File: src/rtl/core/ris_pkg.sv
package ris_pkg;

    localparam int MaxOrder = 64;
    localparam int IdxW     = 6;
    localparam int SizeW    = 7;
    localparam int IterW    = 16;
    localparam int DataW    = 64;
    localparam int FracBits = 32;
    localparam int NormW    = 128;
    localparam int TolW     = 34;
    localparam logic [TolW-1:0] TolK = 34'd10000000000;

    localparam logic [SizeW-1:0] SizeReset = 7'd64;
    localparam logic [IterW-1:0] IterReset = 16'd10000;

    localparam logic CfgActiveSize = 1'b0;
    localparam logic CfgMaxIter    = 1'b1;

    typedef enum logic [2:0] {
        FN_WR_MATRIX = 3'd0,
        FN_WR_RHS    = 3'd1,
        FN_WR_X      = 3'd2,
        FN_SOLVE     = 3'd3,
        FN_RD_X      = 3'd4
    } func_t;

    typedef enum logic [3:0] {
        ST_IDLE,
        ST_BNORM,
        ST_ROW,
        ST_ROW_FIN,
        ST_CHECK,
        ST_UPDATE,
        ST_RESULT
    } state_t;

    // Control from the sequencer to the cell row.
    typedef struct packed {
        logic              load_x;
        logic [IdxW-1:0]   load_idx;
        logic [DataW-1:0]  load_val;
        logic              rotate;
        logic              update;
        logic [DataW-1:0]  delta;
    } cell_ctrl_t;

    function automatic logic [DataW-1:0] sat_add(input logic [DataW-1:0] a,
                                                 input logic [DataW-1:0] b);
        logic [DataW-1:0] s;
        s = a + b;
        if (a[DataW-1] == b[DataW-1] && s[DataW-1] != a[DataW-1])
            s = a[DataW-1] ? {1'b1, {(DataW-1){1'b0}}} : {1'b0, {(DataW-1){1'b1}}};
        return s;
    endfunction

    function automatic logic [DataW-1:0] sat_sub(input logic [DataW-1:0] a,
                                                 input logic [DataW-1:0] b);
        logic [DataW-1:0] s;
        s = a - b;
        if (a[DataW-1] != b[DataW-1] && s[DataW-1] != a[DataW-1])
            s = a[DataW-1] ? {1'b1, {(DataW-1){1'b0}}} : {1'b0, {(DataW-1){1'b1}}};
        return s;
    endfunction

    function automatic logic [DataW-1:0] mag_of(input logic [DataW-1:0] v);
        return v[DataW-1] ? (~v + 1'b1) : v;
    endfunction

endpackage

File: src/rtl/core/ris_cell.sv
module ris_cell
    import ris_pkg::*;
(
    input  logic             aclk,
    input  logic             aresetn,
    input  logic [IdxW-1:0]  my_idx,
    input  cell_ctrl_t       ctrl,
    input  logic [DataW-1:0] prev_x,
    output logic [DataW-1:0] x_out
);

    logic [DataW-1:0] x_reg, x_next;

    // Each cell holds one solution entry; the row rotates so that cell zero
    // presents x[j] at column step j, and one update shifts in x minus the divided step.
    always_comb begin
        x_next = x_reg;
        if (ctrl.load_x && ctrl.load_idx == my_idx)
            x_next = ctrl.load_val;
        else if (ctrl.rotate)
            x_next = prev_x;
        else if (ctrl.update)
            x_next = prev_x;
    end

    always_ff @(posedge aclk) begin
        if (!aresetn) x_reg <= '0;
        else          x_reg <= x_next;
    end

    assign x_out = x_reg;

endmodule

File: config.mk
export PLATFORM = sky130hd
export DESIGN_NAME = ris_cell
export DESIGN_NICKNAME = d
export VERILOG_FILES = /design/src/rtl/core/ris_pkg.sv /design/src/rtl/core/ris_cell.sv
export SDC_FILE = /design/constraint.sdc
export NUM_CORES = 1
export LEC_CHECK = 0
export BUFFER_PORTS_ARGS = -buffer_cell sky130_fd_sc_hd__buf_2
export CORE_AREA = 4 4 105 107
export CTS_BUF_LIST = sky130_fd_sc_hd__clkbuf_8
export CTS_CLUSTER_SIZE = 8
export DETAILED_ROUTE_END_ITERATION = 7
export DIE_AREA = 0 0 109 111
export PLACE_DENSITY_LB_ADDON = 0.15
export SYNTH_ARGS = -nofsm -noshare
export SYNTH_HDL_FRONTEND = slang
export SYNTH_SLANG_ARGS = --single-unit
export TNS_END_PERCENT = 5
File: constraint.sdc
create_clock -name aclk -period 1.4 [get_ports aclk]
set_clock_uncertainty 0.15 [all_clocks]
set_input_delay 0.14 -clock aclk [delete_from_list [all_inputs] [get_ports aclk]]
set_output_delay 0.14 -clock aclk [all_outputs]
set_load 0.01 [all_outputs]
==> metrics <==
Initial Util=0.302; global-route wire length before repair=~18000 um; Synthesized Nets=509; CTS Sinks=64; Die Y=~110 um; sequential cell area=around 1300 um^2; H-Tree Depth=3; Arrival @ worst endpoint=about 1.4 ns; post-synth cell types=15; share of cells above drive strength 1=0.402; setup TNS=0 ns; Area Overhead vs Synth=89.2%; Fin. Hold Viols=0; vias per inst=roughly 4.7; GRT overflow=0; leakage power=2.87 nW; CTS buffer count=9; Post-CTS Setup Bufs=0; status=finished, final reports clean; Hold Path Class=input port to flip-flop; Seq/Total Area, Yosys=0.419; total core area=~10000 um^2; Slew Limit Fails=0; wire per inst=around 15 um; max reg flops=64; Clk Latency, worst-skew pair=~0.33 ns; row count=37; cell area after layout=roughly 5800 um^2; YS warnings=0; RSZ-0062 raised after global routing=false; GP Congestion=between 0.7 and 0.8; Non-Filler Instances=between 700 and 800; Data required, critical path=1.47 ns; Routed WL=approximately 11000 um; antenna violations before repair=0; Cell Area, Synth=approximately 3100 um^2; Cells after Synth=300; Overall Global Routing Usage=0.183; Worst Path Max Fanout=32; vias in the first global route=between 3k and 4k; CTS tree=done; dpl cell area=about 4400 um^2; Worst-path clk slew=around 0.08 ns; Nets=roughly 840; Cells after DPL=around 640; Peak Freq=around 780 MHz; Fill cells=891; initial DRC count=100; Final Total Pwr=0.00498 W; critical path class=input port to flip-flop; Post-DP HPWL=between 7000 and 8000 um; syn_area_per_cell=10.2 um^2; detailed-routing iteration count for the pre-antenna-repair pass=4; power density over the cells=roughly 860 nW/um^2; type of destination of the critical path=flip-flop; Place WS=-0.267 ns; PortBufs=208; Die W=between 100 and 150 um; # diodes=0; max cap viols=0; Critical Path Start Type=input port; area occupied by multi-input gates=1640 um^2; Max VDD drop=about 0.00038 V; max_slew headroom=0.769; # IOs=273; Setup violations, final=0; Max clock buf depth=2; DRC viols=0; largest net degree at the start of global routing=65; DRT antenna net count=0; root cell of the clock tree=clkbuf_8; setup ws final=about 0.12 ns; Least-Margin Pin Slew=~0.35 ns; Final period util=0.916; register bit total from synthesis=64; DIE AREA=12100 um^2; vias=about 3.6k; min Tclk post-route=approximately 1.3 ns
==> what timing repair did <==
action,in CTS,in global routing
gates resized for setup,0,1
hold buffers,118,0
hold endpoints to repair,64,0
endpoints found under the setup margin,0,6
==> final timing paths <==
check / startpoint / end / slack, ns / cells past startpoint
hold reg to reg: x_out[62] / x_out[62] / 0.40 / 2
setup reg to reg: x_out[44] / x_out[44] / 0.47 / 3
hold / removal: prev_x[19] / x_out[19] / 0.02 / 4
setup / recovery: my_idx[0] / x_out[41] / 0.12 / 7
==> layout make-up <==
| class | instances | area share |
|---|---|---|
| timing repair buffer | 352 | 0.428 |
| multi-input combinational | 202 | 0.283 |
| sequential | 64 | 0.221 |
| clock buffer | 10 | 0.0238 |
| clock inverter | 6 | 0.0145 |
| tap | 136 | 0.0294 |
==> logic make-up (layout without fill, tap and decap cells) <==
family,after synthesis,in the layout,synth area share
muxes,64,64,0.209
AOI/OAI and AO/OA,128,128,0.289
xor gates and xnor gates,6,6,0.0172
DFF,64,64,0.419
and+or+nand+nor,4,4,0.00940
buffers and inverters,34,368,0.0560
==> through the flow <==
step / hold WS, ns / utilization
floorplan: 0.146 / -
global placement: 0.231 / 0.433
detailed placement: 0.236 / 0.433
CTS: 0.00158 / 0.571
global route: 0.0353 / 0.571
finish: 0.0175 / 0.571
==> synthesized netlist by cell type (all sizes together) <==
cell    instances  area, um^2
nand3           1        5.00
nand4           1        6.26
dfxtp          64        1280
o211a          34         340
o21ai          34         170
xnor2           6        52.6
clkbuf         14        52.6
buf            20         119
a21oi          30         150
or2             1        6.26
nor2            1        11.3
mux2i          64         641
o31ai          30         225
==> power breakdown <==
group | internal, W | switching, W
Sequential | 0.00195 | 0.0000614
Combinational | 0.000697 | 0.000494
Clock | 0.00104 | 0.000742
==> layer usage <==
metal	global-route usage	vias up	wire [um]
met1	0.206	1661	4570
met5	0	-	0
met2	0.330	137	5780
li1	-	1804	-
met4	0.0690	0	216
met3	0.0408	24	739
==> critical path, stage by stage <==
cell     delay (ns)
buf_2          0.10
xnor2_1        0.16
nand4_1        0.18
buf_4          0.29
buf_4          0.19
o31ai_1        0.21
a21oi_1        0.06
==> cells in the final DEF, fill, tap and decap left out <==
master	instances
nand3_2	1
nor2_4	1
xnor2_2	3
nand4_1	1
clkinv_2	1
inv_1	1
dlygate4sd3_1	118
buf_2	208
clkinvlp_4	2
clkbuf_8	10
o21ai_0	34
buf_4	21
o31ai_1	30
buf_12	5
bufinv_16	2
dfxtp_1	64
o211a_1	34
a21oi_1	30
or2_4	1
xnor2_1	3
mux2i_1	64
(Power assumes the default switching activity.)
